<file path="config.mk">
export PLATFORM = sky130hd
export DESIGN_NAME = glyph_text_column_renderer_unit_flat
export DESIGN_NICKNAME = d
export VERILOG_FILES = /design/src/rtl/gtcr_pkg.sv /design/src/rtl/gtcr_in_if.sv /design/src/rtl/gtcr_out_if.sv /design/src/rtl/glyph_text_column_renderer_unit.sv /design/src/rtl/gtcr_front.sv /design/src/rtl/gtcr_queue.sv /design/src/rtl/gtcr_back.sv /design/src/flat_wrapper.sv
export SDC_FILE = /design/constraint.sdc
export NUM_CORES = 1
export LEC_CHECK = 0
export ABC_AREA = 0
export BUFFER_PORTS_ARGS = -buffer_cell sky130_fd_sc_hd__buf_2
export CORE_MARGIN = 2
export CORE_UTILIZATION = 62
export CTS_BUF_LIST = sky130_fd_sc_hd__clkbuf_4
export CTS_CLUSTER_DIAMETER = 120
export DETAILED_ROUTE_END_ITERATION = 8
export GPL_TIMING_DRIVEN = 0
export PLACE_DENSITY = 0.93
export REMOVE_ABC_BUFFERS = 1
export SETUP_SLACK_MARGIN = 0.05
export SYNTH_ARGS = -nofsm -noshare
export SYNTH_HDL_FRONTEND = slang
export SYNTH_SLANG_ARGS = --single-unit
</file>
<file path="constraint.sdc">
create_clock -name clk -period 9.4 [get_ports clk]
set_input_delay 1.88 -clock clk [delete_from_list [all_inputs] [get_ports clk]]
set_output_delay 1.88 -clock clk [all_outputs]
set_load 0.02 [all_outputs]
</file>
<file path="src/rtl/gtcr_pkg.sv">
package gtcr_pkg;

  localparam int LINE_WIDTH_DEF    = 128;
  localparam int FRAME_COLUMNS_DEF = 512;
  localparam int QUEUE_DEPTH_DEF   = 4;
  localparam int FONT_SIZE         = 27;
  localparam int GLYPH_COLS        = 5;

  typedef enum logic [1:0] {
    CMD_CHAR  = 2'd0,
    CMD_FILL  = 2'd1,
    CMD_FRAME = 2'd2
  } cmd_t;

  typedef enum logic [1:0] {
    JOB_GLYPH = 2'd0,
    JOB_FILL  = 2'd1,
    JOB_FRAME = 2'd2
  } job_kind_t;

  typedef struct packed {
    job_kind_t   kind;
    logic [2:0]  pads;
    logic        spacer;
    logic [4:0]  glyph;
    logic [2:0]  width;
  } job_t;

  localparam logic [2:0] FONT_WIDTH [FONT_SIZE] = '{
    3'd3, 3'd4, 3'd4, 3'd4, 3'd4, 3'd4, 3'd4, 3'd4, 3'd4, 3'd3,
    3'd4, 3'd4, 3'd4, 3'd5, 3'd4, 3'd4, 3'd4, 3'd4, 3'd4, 3'd4,
    3'd5, 3'd4, 3'd5, 3'd5, 3'd4, 3'd5, 3'd4
  };

  localparam logic [7:0] FONT_COLS [FONT_SIZE][GLYPH_COLS] = '{
    '{8'h00, 8'h00, 8'h00, 8'h00, 8'h00},
    '{8'h3C, 8'h50, 8'h50, 8'h3C, 8'h00},
    '{8'h7C, 8'h54, 8'h54, 8'h28, 8'h00},
    '{8'h38, 8'h44, 8'h44, 8'h28, 8'h00},
    '{8'h7C, 8'h44, 8'h44, 8'h38, 8'h00},
    '{8'h7C, 8'h54, 8'h54, 8'h44, 8'h00},
    '{8'h7C, 8'h50, 8'h50, 8'h40, 8'h00},
    '{8'h38, 8'h44, 8'h54, 8'h18, 8'h00},
    '{8'h7C, 8'h10, 8'h10, 8'h7C, 8'h00},
    '{8'h44, 8'h7C, 8'h44, 8'h00, 8'h00},
    '{8'h08, 8'h04, 8'h04, 8'h78, 8'h00},
    '{8'h7C, 8'h10, 8'h28, 8'h44, 8'h00},
    '{8'h7C, 8'h04, 8'h04, 8'h04, 8'h00},
    '{8'h7C, 8'h20, 8'h10, 8'h20, 8'h7C},
    '{8'h7C, 8'h20, 8'h10, 8'h7C, 8'h00},
    '{8'h38, 8'h44, 8'h44, 8'h38, 8'h00},
    '{8'h7C, 8'h50, 8'h50, 8'h20, 8'h00},
    '{8'h38, 8'h44, 8'h48, 8'h34, 8'h00},
    '{8'h7C, 8'h50, 8'h58, 8'h24, 8'h00},
    '{8'h24, 8'h54, 8'h54, 8'h48, 8'h00},
    '{8'h40, 8'h40, 8'h7C, 8'h40, 8'h40},
    '{8'h78, 8'h04, 8'h04, 8'h78, 8'h00},
    '{8'h60, 8'h18, 8'h04, 8'h18, 8'h60},
    '{8'h7C, 8'h08, 8'h10, 8'h08, 8'h7C},
    '{8'h6C, 8'h10, 8'h10, 8'h6C, 8'h00},
    '{8'h60, 8'h10, 8'h1C, 8'h10, 8'h60},
    '{8'h4C, 8'h54, 8'h64, 8'h44, 8'h00}
  };

  function automatic logic [2:0] glyph_width(input logic [4:0] g);
    logic [2:0] w;
    w = 3'd0;
    if (int'(g) < FONT_SIZE) w = FONT_WIDTH[g];
    return w;
  endfunction

  function automatic logic [7:0] glyph_col(input logic [4:0] g, input logic [2:0] k);
    logic [7:0] c;
    c = 8'h00;
    if (int'(g) < FONT_SIZE && int'(k) < GLYPH_COLS) c = FONT_COLS[g][k];
    return c;
  endfunction

endpackage

</file>
<file path="src/rtl/gtcr_in_if.sv">
interface gtcr_in_if;
  logic       valid;
  logic       ready;
  logic [1:0] command;
  logic [7:0] char_code;

  modport source(output valid, command, char_code, input ready);
  modport sink(input valid, command, char_code, output ready);
endinterface

</file>
<file path="src/rtl/gtcr_out_if.sv">
interface gtcr_out_if;
  logic       valid;
  logic       ready;
  logic [8:0] column_index;
  logic [7:0] column_bits;
  logic       last_of_run;
  logic       frame_done;
  logic       overflow;

  modport source(output valid, column_index, column_bits, last_of_run, frame_done,
                 overflow, input ready);
  modport sink(input valid, column_index, column_bits, last_of_run, frame_done,
               overflow, output ready);
endinterface

</file>
<file path="src/rtl/glyph_text_column_renderer_unit.sv">
// channel   dir  modport  payload
// chars     in   sink     command[1:0], char_code[7:0]
// columns   out  source   column_index[8:0], column_bits[7:0], last_of_run,
//                         frame_done, overflow
//
// The front takes one item per cycle while the job queue has room; unknown codes and
// unused commands are dropped there. The back emits one column per cycle while a job is
// queued and the output is free: a character gives pads + spacer + glyph width columns
// (3 to 10), a fill one, a new frame none; columns past the frame end are not sent.
// rst is synchronous; it clears the queue, the line count, frame cursor and overflow flag.
// A stalled columns beat holds in the output register and holds the back; the front
// keeps filling the queue until it is full, then drops ready.
module glyph_text_column_renderer_unit #(
  parameter int LINE_WIDTH    = gtcr_pkg::LINE_WIDTH_DEF,
  parameter int FRAME_COLUMNS = gtcr_pkg::FRAME_COLUMNS_DEF,
  parameter int QUEUE_DEPTH   = gtcr_pkg::QUEUE_DEPTH_DEF
) (
  input  logic       clk,
  input  logic       rst,
  gtcr_in_if.sink    chars,
  gtcr_out_if.source columns
);

  logic           push;
  gtcr_pkg::job_t push_job;
  logic           full;
  logic           head_valid;
  gtcr_pkg::job_t head;
  logic           pop;

  gtcr_front #(.LINE_WIDTH(LINE_WIDTH)) u_front (
    .clk      (clk),
    .rst      (rst),
    .chars    (chars),
    .push     (push),
    .push_job (push_job),
    .full     (full)
  );

  gtcr_queue #(.DEPTH(QUEUE_DEPTH)) u_queue (
    .clk        (clk),
    .rst        (rst),
    .push       (push),
    .push_job   (push_job),
    .full       (full),
    .head_valid (head_valid),
    .head       (head),
    .pop        (pop)
  );

  gtcr_back #(.FRAME_COLUMNS(FRAME_COLUMNS)) u_back (
    .clk        (clk),
    .rst        (rst),
    .head_valid (head_valid),
    .head       (head),
    .pop        (pop),
    .columns    (columns)
  );

endmodule

</file>
<file path="src/rtl/gtcr_front.sv">
module gtcr_front #(
  parameter int LINE_WIDTH = gtcr_pkg::LINE_WIDTH_DEF
) (
  input  logic          clk,
  input  logic          rst,
  gtcr_in_if.sink       chars,
  output logic          push,
  output gtcr_pkg::job_t push_job,
  input  logic          full
);

  localparam int LR_W = $clog2(LINE_WIDTH + 1);
  localparam logic [LR_W-1:0] LW = LR_W'(LINE_WIDTH);

  logic [LR_W-1:0] line_remaining;
  logic [LR_W-1:0] line_remaining_next;
  logic            accept;
  logic            known;
  logic [4:0]      glyph;
  logic [2:0]      width;
  logic            wrap;
  logic            spacer;
  logic [LR_W-1:0] rest;

  assign chars.ready = !full;
  assign accept      = chars.valid && chars.ready;

  always_comb begin
    known = 1'b0;
    glyph = 5'd0;
    if (chars.char_code == 8'h20) begin
      known = 1'b1;
    end else if (chars.char_code inside {[8'h41:8'h5A]}) begin
      known = 1'b1;
      glyph = 5'(chars.char_code - 8'h40);
    end
  end

  always_comb begin
    width  = gtcr_pkg::glyph_width(glyph);
    wrap   = line_remaining < (LR_W'(width) + LR_W'(1));
    spacer = !wrap && (line_remaining != LW);
    rest   = line_remaining - LR_W'(spacer) - LR_W'(width);

    push                = 1'b0;
    push_job.kind       = gtcr_pkg::JOB_GLYPH;
    push_job.pads       = wrap ? line_remaining[2:0] : 3'd0;
    push_job.spacer     = spacer;
    push_job.glyph      = glyph;
    push_job.width      = width;
    line_remaining_next = line_remaining;

    case (gtcr_pkg::cmd_t'(chars.command))
      gtcr_pkg::CMD_CHAR: begin
        if (known) begin
          push = accept;
          if (wrap) line_remaining_next = LW - LR_W'(width);
          else      line_remaining_next = (rest == '0) ? LW : rest;
        end
      end
      gtcr_pkg::CMD_FILL: begin
        push          = accept;
        push_job.kind = gtcr_pkg::JOB_FILL;
        line_remaining_next = (line_remaining == LR_W'(1)) ? LW
                                                           : line_remaining - LR_W'(1);
      end
      gtcr_pkg::CMD_FRAME: begin
        push                = accept;
        push_job.kind       = gtcr_pkg::JOB_FRAME;
        line_remaining_next = LW;
      end
      default: begin
        push = 1'b0;
      end
    endcase
  end

  always_ff @(posedge clk) begin
    if (rst) begin
      line_remaining <= LW;
    end else if (push) begin
      line_remaining <= line_remaining_next;
    end
  end

endmodule

</file>
<file path="src/rtl/gtcr_queue.sv">
module gtcr_queue #(
  parameter int DEPTH = gtcr_pkg::QUEUE_DEPTH_DEF
) (
  input  logic           clk,
  input  logic           rst,
  input  logic           push,
  input  gtcr_pkg::job_t push_job,
  output logic           full,
  output logic           head_valid,
  output gtcr_pkg::job_t head,
  input  logic           pop
);

  localparam int PTR_W = (DEPTH > 1) ? $clog2(DEPTH) : 1;
  localparam int CNT_W = $clog2(DEPTH + 1);

  gtcr_pkg::job_t   slots [DEPTH];
  logic [PTR_W-1:0] wr_ptr;
  logic [PTR_W-1:0] rd_ptr;
  logic [CNT_W-1:0] count;

  assign full       = count == CNT_W'(DEPTH);
  assign head_valid = count != '0;
  assign head       = slots[rd_ptr];

  always_ff @(posedge clk) begin
    if (push) slots[wr_ptr] <= push_job;
  end

  always_ff @(posedge clk) begin
    if (rst) begin
      wr_ptr <= '0;
      rd_ptr <= '0;
      count  <= '0;
    end else begin
      if (push) wr_ptr <= (wr_ptr == PTR_W'(DEPTH - 1)) ? '0 : wr_ptr + PTR_W'(1);
      if (pop)  rd_ptr <= (rd_ptr == PTR_W'(DEPTH - 1)) ? '0 : rd_ptr + PTR_W'(1);
      if (push && !pop)      count <= count + CNT_W'(1);
      else if (pop && !push) count <= count - CNT_W'(1);
    end
  end

endmodule

</file>
<file path="src/rtl/gtcr_back.sv">
module gtcr_back #(
  parameter int FRAME_COLUMNS = gtcr_pkg::FRAME_COLUMNS_DEF
) (
  input  logic           clk,
  input  logic           rst,
  input  logic           head_valid,
  input  gtcr_pkg::job_t head,
  output logic           pop,
  gtcr_out_if.source     columns
);

  localparam int FC_W = $clog2(FRAME_COLUMNS + 1);

  logic [FC_W-1:0] cursor;
  logic            ovf;
  logic [3:0]      cnt;
  logic            o_valid;
  logic [8:0]      o_index;
  logic [7:0]      o_bits;
  logic            o_last;
  logic            o_done;
  logic            o_ovf;

  logic [3:0] pre;
  logic [3:0] total;
  logic [3:0] glyph_k;
  logic       final_col;
  logic       in_frame;
  logic       at_end;
  logic [7:0] bits;
  logic       step;

  always_comb begin
    pre       = {1'b0, head.pads} + {3'b000, head.spacer};
    total     = (head.kind == gtcr_pkg::JOB_GLYPH) ? pre + {1'b0, head.width} : 4'd1;
    glyph_k   = cnt - pre;
    final_col = cnt == total - 4'd1;
    in_frame  = cursor < FC_W'(FRAME_COLUMNS);
    at_end    = cursor == FC_W'(FRAME_COLUMNS - 1);
    bits      = (head.kind == gtcr_pkg::JOB_GLYPH && cnt >= pre)
                ? gtcr_pkg::glyph_col(head.glyph, glyph_k[2:0]) : 8'h00;
    step      = head_valid && (!o_valid || columns.ready);
    pop       = step && final_col;
  end

  always_ff @(posedge clk) begin
    if (rst) begin
      cursor  <= '0;
      ovf     <= 1'b0;
      cnt     <= '0;
      o_valid <= 1'b0;
    end else begin
      if (o_valid && columns.ready) o_valid <= 1'b0;
      if (step) begin
        cnt <= final_col ? 4'd0 : cnt + 4'd1;
        case (head.kind)
          gtcr_pkg::JOB_FRAME: begin
            cursor <= '0;
            ovf    <= 1'b0;
          end
          default: begin
            if (in_frame) begin
              o_valid <= 1'b1;
              o_index <= 9'(cursor);
              o_bits  <= bits;
              o_last  <= final_col || at_end;
              o_done  <= at_end;
              o_ovf   <= ovf;
              cursor  <= cursor + FC_W'(1);
            end else begin
              ovf <= 1'b1;
            end
          end
        endcase
      end
    end
  end

  assign columns.valid        = o_valid;
  assign columns.column_index = o_index;
  assign columns.column_bits  = o_bits;
  assign columns.last_of_run  = o_last;
  assign columns.frame_done   = o_done;
  assign columns.overflow     = o_ovf;

  a_cursor_bound: assert property (@(posedge clk) disable iff (rst)
    cursor <= FC_W'(FRAME_COLUMNS))
    else $error("frame cursor past frame end");

  a_ovf_full: assert property (@(posedge clk) disable iff (rst)
    ovf |-> cursor == FC_W'(FRAME_COLUMNS))
    else $error("overflow flag set with room left in frame");

  a_cnt_range: assert property (@(posedge clk) disable iff (rst)
    head_valid |-> cnt < total)
    else $error("column counter past end of job");

  a_done_last: assert property (@(posedge clk) disable iff (rst)
    o_valid && o_done |-> o_last)
    else $error("frame end column not marked last of run");

  a_pop_resets: assert property (@(posedge clk) disable iff (rst)
    pop |=> cnt == 4'd0)
    else $error("column counter not cleared after job");

endmodule
</file>
<file path="src/flat_wrapper.sv">
// flat-port wrapper written by rule: the top's interface ports become plain ports
module glyph_text_column_renderer_unit_flat 
#(
  parameter int LINE_WIDTH    = gtcr_pkg::LINE_WIDTH_DEF,
  parameter int FRAME_COLUMNS = gtcr_pkg::FRAME_COLUMNS_DEF,
  parameter int QUEUE_DEPTH   = gtcr_pkg::QUEUE_DEPTH_DEF
)
  (clk, rst, chars_valid, chars_command, chars_char_code, chars_ready, columns_valid, columns_column_index, columns_column_bits, columns_last_of_run, columns_frame_done, columns_overflow, columns_ready);
  gtcr_in_if chars_i ();
  gtcr_out_if columns_i ();
  input  logic clk;
  input  logic rst;
  input wire logic [$bits(chars_i.valid)-1:0] chars_valid;
  input wire logic [$bits(chars_i.command)-1:0] chars_command;
  input wire logic [$bits(chars_i.char_code)-1:0] chars_char_code;
  output wire logic [$bits(chars_i.ready)-1:0] chars_ready;
  output wire logic [$bits(columns_i.valid)-1:0] columns_valid;
  output wire logic [$bits(columns_i.column_index)-1:0] columns_column_index;
  output wire logic [$bits(columns_i.column_bits)-1:0] columns_column_bits;
  output wire logic [$bits(columns_i.last_of_run)-1:0] columns_last_of_run;
  output wire logic [$bits(columns_i.frame_done)-1:0] columns_frame_done;
  output wire logic [$bits(columns_i.overflow)-1:0] columns_overflow;
  input wire logic [$bits(columns_i.ready)-1:0] columns_ready;
  assign chars_i.valid = chars_valid;
  assign chars_i.command = chars_command;
  assign chars_i.char_code = chars_char_code;
  assign chars_ready = chars_i.ready;
  assign columns_valid = columns_i.valid;
  assign columns_column_index = columns_i.column_index;
  assign columns_column_bits = columns_i.column_bits;
  assign columns_last_of_run = columns_i.last_of_run;
  assign columns_frame_done = columns_i.frame_done;
  assign columns_overflow = columns_i.overflow;
  assign columns_i.ready = columns_ready;
  glyph_text_column_renderer_unit #(.LINE_WIDTH(LINE_WIDTH), .FRAME_COLUMNS(FRAME_COLUMNS), .QUEUE_DEPTH(QUEUE_DEPTH)) u_core (.clk(clk), .rst(rst), .chars(chars_i), .columns(columns_i));
endmodule
</file>
Yosys cells after proc, flatten, opt, wreduce, memory -nomap -nowiden
Memory sizes are Yosys's and may differ from the RTL's. A register that Yosys moved wholly into a read port is not among the register bits.
Index checks and enable logic that the tools add are counted.
{"block": "classes", "n_lt_le_gt_ge": 11, "n_addsub": 16, "div": 0, "multipliers": 0, "eq_ne": 13, "shifts": 0, "mux": 39, "bitwise": 5, "n_reduce_logical": 30}
{"cell": "40-bit 2-to-1 mux", "count": 2}
{"cell": "8-bit 2-to-1 mux", "count": 6}
{"cell": "8-bit binary-select mux with 3-bit select", "count": 1}
{"cell": "8-bit case mux with 3 select lines", "count": 1}
{"cell": "10-bit 2-to-1 mux", "count": 2}
{"cell": "3-bit 2-to-1 mux", "count": 6}
{"cell": "6-bit greater-or-equal comparator, second input constant", "count": 2}
{"cell": "5-bit inverter with 6-bit output", "count": 2}
{"cell": "1-bit 2-to-1 mux", "count": 11}
{"cell": "10-bit by 1-bit adder with 10-bit output, second input constant", "count": 1}
{"cell": "10-bit by 9-bit equality test with 1-bit output, second input constant", "count": 1}
{"cell": "1-bit logical AND", "count": 10}
{"cell": "10-bit less-than comparator, second input constant", "count": 1}
{"cell": "5-bit less-than comparator, second input constant", "count": 2}
{"cell": "5-bit 2-to-1 mux", "count": 2}
{"cell": "2-bit equality test, second input constant", "count": 4}
{"cell": "8-bit by 1-bit equality test with 1-bit output, second input constant", "count": 1}
{"cell": "8-bit by 6-bit equality test with 1-bit output, second input constant", "count": 1}
{"cell": "8-bit by 7-bit greater-or-equal comparator with 1-bit output, second input constant", "count": 1}
{"cell": "8-bit by 7-bit <= comparator with 1-bit output, second input constant", "count": 1}
{"cell": "8-bit logical NOT", "count": 1}
{"cell": "8-bit by 4-bit less-than comparator with 1-bit output", "count": 1}
{"cell": "2-bit 2-to-1 mux", "count": 4}
{"cell": "4-bit 2-to-1 mux", "count": 2}
{"cell": "other kinds (36)", "count": 48}
{"block": "totals", "latch_bits": 0, "output_inout_bits": 22, "ramBits": 56, "word_cells": 130, "n_memories": 3, "rom_bits": 1376, "regBits": 51}
{"memory": "(name not given)", "words": 32, "word_bits": 40, "rd": 1, "rd_ports_with_merged_regs": 0, "wr": 0, "line_no": "gtcr_pkg.sv:75", "text": "if (int'(g) < FONT_SIZE && int'(k) < GLYPH_COLS) c = FONT_COLS[g][k];"}
{"memory": "(name not given)", "words": 32, "word_bits": 3, "rd": 1, "rd_ports_with_merged_regs": 0, "wr": 0, "line_no": "gtcr_pkg.sv:68", "text": "if (int'(g) < FONT_SIZE) w = FONT_WIDTH[g];"}
{"memory": "u_core.u_queue.slots", "words": 4, "word_bits": 14, "rd": 1, "rd_ports_with_merged_regs": 1, "wr": 1, "line_no": "gtcr_queue.sv:17", "text": "gtcr_pkg::job_t slots [DEPTH];"}

Depth between registers and ports, before layout
Gate-level depths: netlist of run 1.
{"block": "depth", "depth_word": 20, "depth_mapped": 23, "mapped_depth_nobuf": 22}

By module
A second synthesis of run 1 with hierarchy kept.
{"block": "unflattened", "hier_cells": 642, "hier_area_um2": 6675.2}
{"mod": "gtcr_back", "instances": 1, "seq_area_each_um2": 830.8, "area_each_um2": 2770.2, "cells_each": 336}
{"mod": "gtcr_queue", "instances": 1, "seq_area_each_um2": 1861.8, "area_each_um2": 2489.9, "cells_each": 117}
{"mod": "gtcr_front", "instances": 1, "seq_area_each_um2": 160.2, "area_each_um2": 1415.1, "cells_each": 189}

Least setup slack after synthesis of run 1
OpenSTA, ideal clock, no wires.
{"block": "synth_path", "path_kind": "in2reg", "from": "input port chars_char_code[1]", "to": "register u_core.u_front.line_remaining[7]", "cell_stages": 23, "arrival_time_ns": 6.159, "path_slack_ns": 3.116, "cell_sequence": "nor3_1 -> a31oi_1 -> and3_1 -> clkbuf_1 -> o21ai_0 -> inv_1 -> ha_1 -> inv_1 -> ha_1 -> o211ai_1 -> and3_1 -> a31oi_1 -> nand2_1 -> fa_1 -> inv_1 -> ha_1 -> o21ai_0 -> a31oi_1 -> or2_2 -> nor2_1 -> nand2_1 -> a311oi_1 -> o31ai_1"}
{"element": "start: declaration", "line_no": "flat_wrapper.sv:15", "text": "input wire logic [$bits(chars_i.char_code)-1:0] chars_char_code;"}
{"element": "end signal: assignment", "line_no": "gtcr_front.sv:82", "text": "line_remaining <= line_remaining_next;"}
{"element": "end: declaration", "line_no": "gtcr_front.sv:15", "text": "logic [LR_W-1:0] line_remaining;"}

==> reports/metrics.csv, run 1 <==
stage;metric;value;unit
run_status;status;finished, final reports clean;
sta;# setup viols final;0;
grt;initial antenna violation count;0;
setup_path;crit path buf inv count;4;
sta;RSZ-0062 raised after global routing;false;
placement;I/O Buffers;32;
clock_tree;Setup Buffers After CTS;0;
setup_path;Max stage delay on crit path;920;ps
run;max cap viols;0;
yosys;top cell type's share of synthesized area;0.334;
clock_tree;number of CTS-inserted buffers;9;
grt;Tot GR Track Use;0.262;
layout;Final nets;711;
floorplanning;Site Rows;37;
hold_path;Hold EP;u_core.u_back.columns.overflow;
setup_path;Worst R2R Setup Slack;3660;ps
yosys;EDFF count, synth;73;
sta;Max Slew Vio Count;0;
route;Iteration-0 DRC Markers;271;
setup_path;CP startpoint kind;primary input;
setup_path;CP Capture Type;flip-flop;
route;Routed WL;14400;um
yosys;ys async rst share;0;
yosys;yosys warns;0;
pwr;Tot Pwr;2.04;mW
clock_tree;Post-CTS Hold Buffers;0;
sta;actual slew at the worst max-slew pin;1180;ps
setup_path;FF-to-FF End;u_core.u_queue.count[2];
clock_tree;root buffer cell;clkbuf_4;
placement;Placer Congestion;0.955;
route;Pre-Repair DR Iteration Count;6;
clock_tree;clk slew on worst S/H paths;190;ps
floorplanning;full die area;11400;um^2
pwr;Clock Power Share;0.130;
setup_path;Max FO, Critical Path;8;
yosys;Main synth FF type;edfxtp_1;
yosys;Area contributors post-synth;edfxtp_1 (33%), dfxtp_1 (10%), ha_1 (8.4%), mux4_2 (3.8%), nor2_1 (3.3%);
route;Routed met2 length;7330;um
floorplanning;core area;10300;um^2
sta;Slew headroom;0.210;
pwr;Psw;0.957;mW
layout;antenna cell count;0;
hold_path;min-delay worst type;reg -> reg;
pwr;combinational power share;0.568;
setup_path;critical path type;in -> reg;
grt;grt total ovfl;0;
clock_tree;H-tree lvl count;3;
pwr;Seq pwr share;0.302;
route;number of vias per cell;6.42;
clock_tree;CTS tree;yes;
layout;# fillers;768;
yosys;average cell area after synthesis;10.4;um^2
route;post-DR wirelength/cell;18.3;um
pwr;Max VDD drop;141;uV
route;highest routed layer;met4;
pwr;Sw Ratio;0.469;
setup_path;crit path launch;chars_char_code[1];
pwr;Leak Pwr;2.58;nW
setup_path;crit-path cells;buf_2 -> or3_1 -> o21ai_0 -> inv_1 -> ha_1 -> inv_1 -> ha_1 -> o211ai_1 -> and3_1 -> a31oi_1 -> nand2_1 -> fa_1 -> inv_1 -> ha_1 -> o21ai_0 -> a31oi_1 -> or2_2 -> nor2_1 -> nand2_1 -> a311oi_1 -> o31ai_1;
route;DR WL met3;1100;um
sta;post-route minimum period;7160;ps
setup_path;Slowest cell on crit path;o21ai_0;
yosys;Post-Syn Instances;632;
setup_path;CP delay by family, top;compound AO/OA/AOI/OAI gates;
route;Routed Antenna Nets;0;
grt;first-pass GRT wire length;23700;um
clock_tree;clk_lat worst skew;480;ps
grt;largest net degree at the start of global routing;26;
setup_path;reg2reg path depth;17;
route;WL met1;5670;um
floorplanning;IO Count;36;
sta;fmax;140;MHz
sta;Hold Vio Cnt, Final;0;
hold_path;hold depth;0;
setup_path;WP data arrival;7520;ps
floorplanning;die height;107;um
route;Residual DRC;0;
yosys;Yosys reg bits;106;
floorplanning;Die X;107;um
layout;Area Growth Syn to Fin;5.34;%
sta;fin crit share;0.762;
placement;DP HPWL;10500;um
yosys;Syn Std Cell Area;6560;um^2
hold_path;min-delay src;u_core.u_back.ovf;
clock_tree;post-CTS resize count;0;
yosys;Synth cell types;81;
pwr;pwr dens;295;nW/um^2
sta;clk_skew;26.3;ps
layout;share of cells above drive strength 1;0.127;
sta;setup TNS;0;ps
floorplanning;Starting Density;0.636;
setup_path;Critical Path RT;9750;ps
grt;vias in the first global route;4935;
route;vias post-DR;5063;
clock_tree;clk sink count;106;
pwr;Int Pwr;1.08;mW
yosys;post-synthesis sequential area ratio;0.435;
yosys;Synth area leader;edfxtp_1;
clock_tree;maximum root-to-sink buffer count;2;
cell type report:
| class | instances | area, um^2 | share of cell area |
|---|---|---|---|
| Sequential cell | 106 | 2850 | 0.413 |
| Inverter | 34 | 128 | 0.0185 |
| Timing Repair Buffer | 32 | 160 | 0.0232 |
| Clock buffer | 9 | 67.6 | 0.00977 |
| Multi-Input combinational cell | 465 | 3420 | 0.495 |
| Clock inverter | 7 | 113 | 0.0163 |
| Tap cell | 136 | 170 | 0.0246 |
metrics by stage:
step | instances | util | instance area [um^2] | hold WS [ps] | setup slack [ps]
after global routing | 789 | 0.670 | 6910 | 487 | 1820
after CTS | 789 | 0.669 | 6910 | 476 | 2300
final | 789 | 0.670 | 6910 | 470 | 2240
after detailed placement | 773 | 0.652 | 6730 | 456 | 1730
after global placement | 773 | 0.652 | 6730 | 425 | 2190
after floorplan | 605 | - | 6400 | 409 | 3120
cells by family (layout without fill, tap and decap cells):
logic type,count (synthesis),after routing,synth area share
muxes,27,27,0.0721
other,2,4,0.00114
and+or+nand+nor,215,215,0.163
DFF,106,106,0.435
AOI/OAI and AO/OA,143,143,0.147
buffers and inverters,63,82,0.0454
xor gates and xnor gates,27,27,0.0372
adders and majority gates,49,49,0.0991
flip-flops by register name, summed over array words and instances (netlist names), named ones only:
signal                              flops
u_core.u_back.columns.frame_done        1
u_core.u_back.ovf                       1
u_core.u_back.columns.valid             1
u_core.u_back.columns.last_of_run       1
u_core.u_back.cursor                   10
u_core.u_back.columns.column_index      9
u_core.u_queue.slots                   56
u_core.u_queue.rd_ptr                   2
u_core.u_back.columns.overflow          1
u_core.u_queue.count                    3
u_core.u_queue.wr_ptr                   2
u_core.u_front.line_remaining           8
u_core.u_back.cnt                       4
u_core.u_back.columns.column_bits       5
Yosys cell counts, types with 5 or more instances:
library cell and number:
a21oi_1 32, nand2b_1 8, inv_1 31, nor2b_1 5, ha_1 44, buf_4 9, a31oi_1 13, o21ai_0 18
or3_1 7, mux2i_1 6, nor4_1 5, dfxtp_1 33, and2_1 13, clkbuf_1 11, nand2_1 56, and3_1 5
fa_1 5, edfxtp_1 73, xor2_1 17, mux4_2 11, nand3_1 16, o21ai_1 15, nor2_1 57, xnor2_1 9
a211oi_1 9, nor3_1 18, o211ai_1 7
placed cells by master (no fill, tap or decap), drive strengths merged, types with 13 or more instances in the layout:
cell type / n
ha: 44
buf: 32
and2: 13
a31oi: 13
nand3: 17
nor2: 58
inv: 34
dfxtp: 33
xor2: 18
o21ai: 33
nor3: 20
edfxtp: 73
mux4: 13
nand2: 56
a21oi: 33
power by group through the flow:
stage	logic, mW	clock network (mW)	registers, mW
2_1_floorplan	0.839	0	0.633
3_3_place_gp	1.08	0	0.623
3_5_place_dp	1.12	0	0.628
4_1_cts	1.13	0.266	0.618
5_1_grt	1.26	0.283	0.626
6_report	1.16	0.264	0.617
layer usage:
layer | global-route usage | vias up
met1 | 0.320 | 2414
li1 | - | 2363
met2 | 0.461 | 254
met5 | 0 | -
met3 | 0.0571 | 32
met4 | 0.0863 | 0
worst max-delay path by stage:
stage	to	slack, ps	depth (start not counted)
6_report	u_core.u_front.line_remaining[7]	2240	21
5_1_grt	u_core.u_front.line_remaining[7]	1820	21
4_1_cts	u_core.u_front.line_remaining[7]	2300	21
3_5_place_dp	u_core.u_front.line_remaining[7]	1730	21
3_3_place_gp	u_core.u_front.line_remaining[7]	2190	21
2_1_floorplan	u_core.u_front.line_remaining[7]	3120	20
No activity file was read; power rests on OpenSTA's default activity.
==> inputs of run 2 (changes only) <==
==> constraint.sdc (replaced) <==
create_clock -name clk -period 6.9 [get_ports clk]
set_input_delay 1.38 -clock clk [delete_from_list [all_inputs] [get_ports clk]]
set_output_delay 1.38 -clock clk [all_outputs]
set_load 0.02 [all_outputs]
==> run 2 against run 1 <==
Against the previous run: routed wire length rose by 0.31%; sequential share of layout area stayed put; critical path type unchanged; first-iteration DRC count is the same; highest routed layer unchanged; clock-buffer cell count is the same; clock skew about the same; core utilization did not move.
==> reports/metrics.csv, run 2 (synthesized netlist as in run 1, its figures left out) <==
stage;metric;value;unit;change
run_status;status;finished, final reports clean;;
sta;Slew headroom;0.211;;+0.000657
clock_tree;clk slew on worst S/H paths;190;ps;about the same
layout;commonest non-fill, non-tap cells in the layout;edfxtp_1 (73), nor2_1 (56), nand2_1 (56);;
pwr;Max VDD drop;194;uV;+37%
clock_tree;Post-CTS Hold Buffers;0;;unchanged
setup_path;Worst R2R Setup Slack;1160;ps;-2500 ps
grt;first-pass GRT wire length;23700;um;unchanged
route;Residual DRC;0;;unchanged
hold_path;min-delay worst type;reg -> reg;;
clock_tree;clk sink count;106;;unchanged
grt;initial antenna violation count;0;;unchanged
setup_path;FF-to-FF End;u_core.u_queue.count[2];;
grt;Tot GR Track Use;0.262;;unchanged
floorplanning;Site Rows;37;;unchanged
sta;RSZ-0062 raised after global routing;false;;
grt;vias in the first global route;4935;;unchanged
route;Pre-Repair DR Iteration Count;5;;-1
pwr;pwr dens;402;nW/um^2;+36%
layout;max reg flops;56;;unchanged
setup_path;CP Capture Type;flip-flop;;
floorplanning;Starting Density;0.636;;unchanged
layout;number of cells in the finished layout apart from fillers;789;;unchanged
clock_tree;number of CTS-inserted buffers;9;;unchanged
clock_tree;maximum root-to-sink buffer count;2;;unchanged
sta;# setup viols final;0;;unchanged
route;vias post-DR;5076;;+0.26%
pwr;Int Pwr;1.47;mW;+36%
pwr;Psw;1.31;mW;+36%
layout;largest reg by FF count;u_core.u_queue.slots;;
route;Iteration-0 DRC Markers;271;;unchanged
route;Routed WL;14500;um;+0.31%
run;max cap viols;0;;unchanged
floorplanning;Die X;107;um;unchanged
clock_tree;root buffer cell;clkbuf_4;;
pwr;Tot Pwr;2.78;mW;+36%
layout;antenna cell count;0;;unchanged
setup_path;critical path type;in -> reg;;
pwr;Leak Pwr;2.58;nW;about the same
grt;largest net degree at the start of global routing;26;;unchanged
pwr;combinational power share;0.568;;about the same
floorplanning;die height;107;um;unchanged
route;Routed Antenna Nets;0;;unchanged
setup_path;CP startpoint kind;primary input;;
pwr;Clock Power Share;0.130;;about the same
sta;clk_skew;26.2;ps;-0.140 ps
clock_tree;clk_lat worst skew;480;ps;about the same
setup_path;WP data arrival;6770;ps;-750 ps
placement;I/O Buffers;32;;unchanged
setup_path;reg2reg path depth;17;;unchanged
hold_path;min-delay src;u_core.u_back.ovf;;
floorplanning;IO Count;36;;unchanged
pwr;Sw Ratio;0.470;;about the same
clock_tree;post-CTS resize count;0;;unchanged
route;number of vias per cell;6.43;;+0.26%
placement;dpl cells;773;;unchanged
setup_path;Max FO, Critical Path;10;;+2
sta;fmax;156;MHz;
floorplanning;full die area;11400;um^2;unchanged
layout;Final nets;711;;unchanged
sta;post-route minimum period;6420;ps;
sta;actual slew at the worst max-slew pin;1180;ps;-0.985 ps
clock_tree;CTS tree;yes;;
clock_tree;H-tree lvl count;3;;unchanged
hold_path;hold depth;0;;unchanged
sta;fin crit share;0.931;;
sta;Hold Vio Cnt, Final;0;;unchanged
hold_path;Hold EP;u_core.u_back.columns.overflow;;
clock_tree;Setup Buffers After CTS;0;;unchanged
layout;commonest non-fill, non-tap cell in the layout;edfxtp_1;;
pwr;Seq pwr share;0.302;;about the same
route;post-DR wirelength/cell;18.4;um;+0.31%
sta;Max Slew Vio Count;0;;unchanged
floorplanning;core area;10300;um^2;unchanged
setup_path;Critical Path RT;7250;ps;-2500 ps
placement;DP HPWL;10500;um;unchanged
placement;Placer Congestion;0.955;;unchanged
layout;Area Growth Syn to Fin;5.34;%;unchanged
layout;share of cells above drive strength 1;0.127;;unchanged
grt;grt total ovfl;0;;unchanged
run 2: worst max-delay path by stage:
| stage | slack (ps) | start | end |
|---|---|---|---|
| after floorplan | 1120 | chars_char_code[1] | u_core.u_front.line_remaining[7] |
| after global placement | 190 | chars_char_code[1] | u_core.u_front.line_remaining[7] |
| after detailed placement | -270 | chars_char_code[1] | u_core.u_front.line_remaining[7] |
| after CTS | 300 | chars_char_code[1] | u_core.u_front.line_remaining[7] |
| after global routing | 100 | chars_char_code[1] | u_core.u_front.line_remaining[7] |
| final | 480 | chars_char_code[1] | u_core.u_front.line_remaining[7] |
run 2: critical path, cell delays in order:
cell	delay, ps
buf_2	120
nor3_1	250
a31oi_1	160
and3_1	290
o21ai_1	430
inv_1	170
ha_1	350
inv_1	50
ha_1	270
o211ai_1	110
and3_1	260
a31oi_1	540
nand2_1	220
fa_1	590
inv_1	50
ha_1	170
o21ai_0	260
a31oi_1	140
or2_2	300
nor2_1	130
nand2_1	80
a311oi_1	290
o31ai_1	130
run 2: through the flow:
| stage | hold slack, ps | setup WS [ps] | utilization | area, um^2 | TNS [ps] |
|---|---|---|---|---|---|
| floorplan | 409 | 1120 | - | 6400 | 0 |
| global placement | 425 | 190 | 0.652 | 6730 | 0 |
| detailed placement | 456 | -271 | 0.652 | 6730 | -397 |
| CTS | 476 | 297 | 0.669 | 6910 | 0 |
| global route | 487 | 103 | 0.670 | 6910 | 0 |
| finish | 468 | 479 | 0.670 | 6910 | 0 |
run 2: cell type report:
| cell class | count | area, um^2 |
|---|---|---|
| flip-flops and latches | 106 | 2850 |
| multi-input cells | 465 | 3420 |
| inverters | 34 | 128 |
| clock buffers | 9 | 67.6 |
| fillers | 768 | 3410 |
| repair buffers | 32 | 160 |
| well taps | 136 | 170 |
| clock inverters | 7 | 113 |
run 2: layer usage:
| metal | GRT usage | routed length, um | vias up |
|---|---|---|---|
| met5 | 0 | 0 | - |
| met4 | 0.0863 | 352 | 0 |
| met3 | 0.0571 | 1100 | 42 |
| met2 | 0.461 | 7340 | 265 |
| met1 | 0.320 | 5690 | 2407 |
| li1 | - | - | 2362 |
run 2: power groups by stage:
stage / sequential, mW / combinational (mW) / clock (mW)
2_1_floorplan: 0.862 / 1.14 / 0
3_3_place_gp: 0.849 / 1.47 / 0
3_5_place_dp: 0.855 / 1.53 / 0
4_1_cts: 0.841 / 1.54 / 0.362
5_1_grt: 0.853 / 1.71 / 0.385
6_report: 0.840 / 1.58 / 0.360
==> inputs of run 3 (changes only) <==
--- a/config.mk
+++ b/config.mk
@@ -8,14 +8,15 @@
 export ABC_AREA = 0
 export BUFFER_PORTS_ARGS = -buffer_cell sky130_fd_sc_hd__buf_2
 export CORE_MARGIN = 2
-export CORE_UTILIZATION = 62
+export CORE_UTILIZATION = 58
 export CTS_BUF_LIST = sky130_fd_sc_hd__clkbuf_4
 export CTS_CLUSTER_DIAMETER = 120
 export DETAILED_ROUTE_END_ITERATION = 8
 export GPL_TIMING_DRIVEN = 0
-export PLACE_DENSITY = 0.93
+export PLACE_DENSITY = 0.91
 export REMOVE_ABC_BUFFERS = 1
 export SETUP_SLACK_MARGIN = 0.05
+export SKIP_LAST_GASP = 1
 export SYNTH_ARGS = -nofsm -noshare
 export SYNTH_HDL_FRONTEND = slang
 export SYNTH_SLANG_ARGS = --single-unit
==> constraint.sdc (replaced) <==
create_clock -name clk -period 5.8 [get_ports clk]
set_input_delay 1.16 -clock clk [delete_from_list [all_inputs] [get_ports clk]]
set_output_delay 1.16 -clock clk [all_outputs]
set_load 0.02 [all_outputs]
==> run 3 against run 2 <==
Against the previous run: largest power group unchanged; clock skew is 1.5 ps lower; clock power is 10% higher; flip-flop and latch count stayed put.
==> reports/metrics.csv, run 3 (synthesized netlist as in run 1, its figures left out) <==
stage;metric;value;unit;change
clock_tree;Post-CTS Hold Buffers;0;;unchanged
layout;final non-filler cell area;6910;um^2;-0.11%
sta;clk_skew;24.6;ps;-1.54 ps
sta;Slew headroom;0.379;;+0.168
run_status;status;finished, final reports clean;;
route;Routed met2 length;7170;um;-2.3%
floorplanning;full die area;12200;um^2;+6.6%
grt;grt total ovfl;0;;unchanged
run;max cap viols;0;;unchanged
clock_tree;CTS tree;yes;;
pwr;pwr dens;468;nW/um^2;+16%
floorplanning;die height;110;um;+3.3%
clock_tree;Setup Buffers After CTS;0;;unchanged
clock_tree;post-CTS resize count;3;;+3
sta;actual slew at the worst max-slew pin;931;ps;-251 ps
placement;Placed Area;6740;um^2;about the same
route;Iteration-0 DRC Markers;407;;+50%
setup_path;Max FO, Critical Path;10;;unchanged
clock_tree;H-tree lvl count;3;;unchanged
grt;vias in the first global route;4773;;-3.3%
placement;I/O Buffers;32;;unchanged
hold_path;min-delay worst type;reg -> reg;;
clock_tree;clk_lat worst skew;490;ps;about the same
route;number of vias per cell;6.30;;-2.0%
floorplanning;Site Rows;38;;+2.7%
route;vias post-DR;4999;;-1.5%
sta;Max Slew Vio Count;0;;unchanged
route;highest routed layer;met4;;
route;DR WL met3;998;um;-9.5%
setup_path;Critical Path RT;6170;ps;-1080 ps
clock_tree;clk slew on worst S/H paths;180;ps;about the same
layout;Area Growth Syn to Fin;5.22;%;
layout;final core area utilization;0.631;;-0.0382
placement;dpl cells;777;;+0.52%
floorplanning;Starting Density;0.600;;-0.0356
grt;largest net degree at the start of global routing;26;;unchanged
grt;first-pass GRT wire length;22900;um;-3.3%
route;Routed WL;14200;um;-1.9%
layout;commonest non-fill, non-tap cell in the layout;edfxtp_1;;
layout;number of cells in the finished layout apart from fillers;793;;+0.51%
setup_path;CP startpoint kind;primary input;;
setup_path;CP Capture Type;flip-flop;;
floorplanning;core area;10900;um^2;+5.9%
layout;share of cells above drive strength 1;0.133;;+0.00613
sta;post-route minimum period;5540;ps;
grt;Tot GR Track Use;0.246;;-0.0157
clock_tree;root buffer cell;clkbuf_4;;
layout;commonest non-fill, non-tap cells in the layout;edfxtp_1 (73), nor2_1 (56), nand2_1 (56);;
placement;DP HPWL;10300;um;-1.4%
placement;Placer Congestion;0.975;;+2.1%
grt;initial antenna violation count;0;;unchanged
layout;antenna cell count;0;;unchanged
layout;Final nets;711;;unchanged
clock_tree;maximum root-to-sink buffer count;2;;unchanged
pwr;Leak Pwr;2.57;nW;-0.31%
sta;setup TNS;0;ps;unchanged
pwr;Max VDD drop;283;uV;+46%
floorplanning;Die X;110;um;+3.3%
route;WL met1;5610;um;-1.4%
floorplanning;IO Count;36;;unchanged
clock_tree;clk sink count;106;;unchanged
sta;fin crit share;0.956;;
setup_path;WP data arrival;5920;ps;-850 ps
layout;largest reg by FF count;u_core.u_queue.slots;;
sta;fmax;180;MHz;
sta;RSZ-0062 raised after global routing;true;;
route;Residual DRC;0;;unchanged
sta;# setup viols final;0;;unchanged
sta;Hold Vio Cnt, Final;0;;unchanged
clock_tree;number of CTS-inserted buffers;9;;unchanged
route;post-DR wirelength/cell;17.9;um;-2.4%
setup_path;critical path type;in -> reg;;
layout;max reg flops;56;;unchanged
route;Pre-Repair DR Iteration Count;5;;unchanged
route;Routed Antenna Nets;0;;unchanged
[run 3: power breakdown]
group	total, mW	internal (mW)	switching, mW
sequential	0.998	0.902	0.0961
combinational	1.84	0.701	1.14
clock	0.396	0.107	0.288
total	3.23	1.71	1.52
[run 3: cell type report]
| class | instances | area, um^2 |
|---|---|---|
| fillers | 874 | 4030 |
| multi-input cells | 465 | 3440 |
| flip-flops and latches | 106 | 2850 |
| well taps | 140 | 175 |
| repair buffers | 32 | 160 |
| inverters | 34 | 128 |
| clock inverters | 7 | 78.8 |
| clock buffers | 9 | 67.6 |
[run 3: through the flow]
| stage | hold slack (ps) | total power [mW] | worst slack [ps] |
|---|---|---|---|
| 2_1_floorplan | 409 | 2.39 | 243 |
| 3_3_place_gp | 427 | 2.74 | -638 |
| 3_5_place_dp | 446 | 2.80 | -869 |
| 4_1_cts | 486 | 3.19 | 58.7 |
| 5_1_grt | 506 | 3.44 | -93.7 |
| 6_report | 493 | 3.23 | 257 |
[run 3: per-layer routing]
layer	GRT usage	up-vias
li1	-	2371
met1	0.285	2378
met2	0.437	213
met3	0.0535	37
met4	0.106	0
met5	0	-
[run 3: final timing paths]
kind	endpoint	depth (start not counted)	slack [ps]	startpoint
hold / removal	u_core.u_back.columns.overflow	0	490	u_core.u_back.ovf
setup reg to reg	u_core.u_queue.count[2]	17	500	flip-flop
hold reg to reg	u_core.u_back.columns.overflow	0	490	u_core.u_back.ovf
setup / recovery	u_core.u_front.line_remaining[7]	21	260	chars_char_code[1]
[run 3: critical path, stage by stage]
cell and delay (ps):
buf_2 130, a21o_1 170, a31oi_1 190, and3_2 330, nand3_1 270, ha_1 330, xnor2_1 140, ha_1 190
a211oi_1 400, and4_1 340, a31oi_4 150, nand2_1 170, fa_1 470, ha_1 190, o21ai_0 250, a31oi_1 150
or2_2 300, nor2_1 140, nand2_1 70, a311oi_1 270, o31ai_1 110
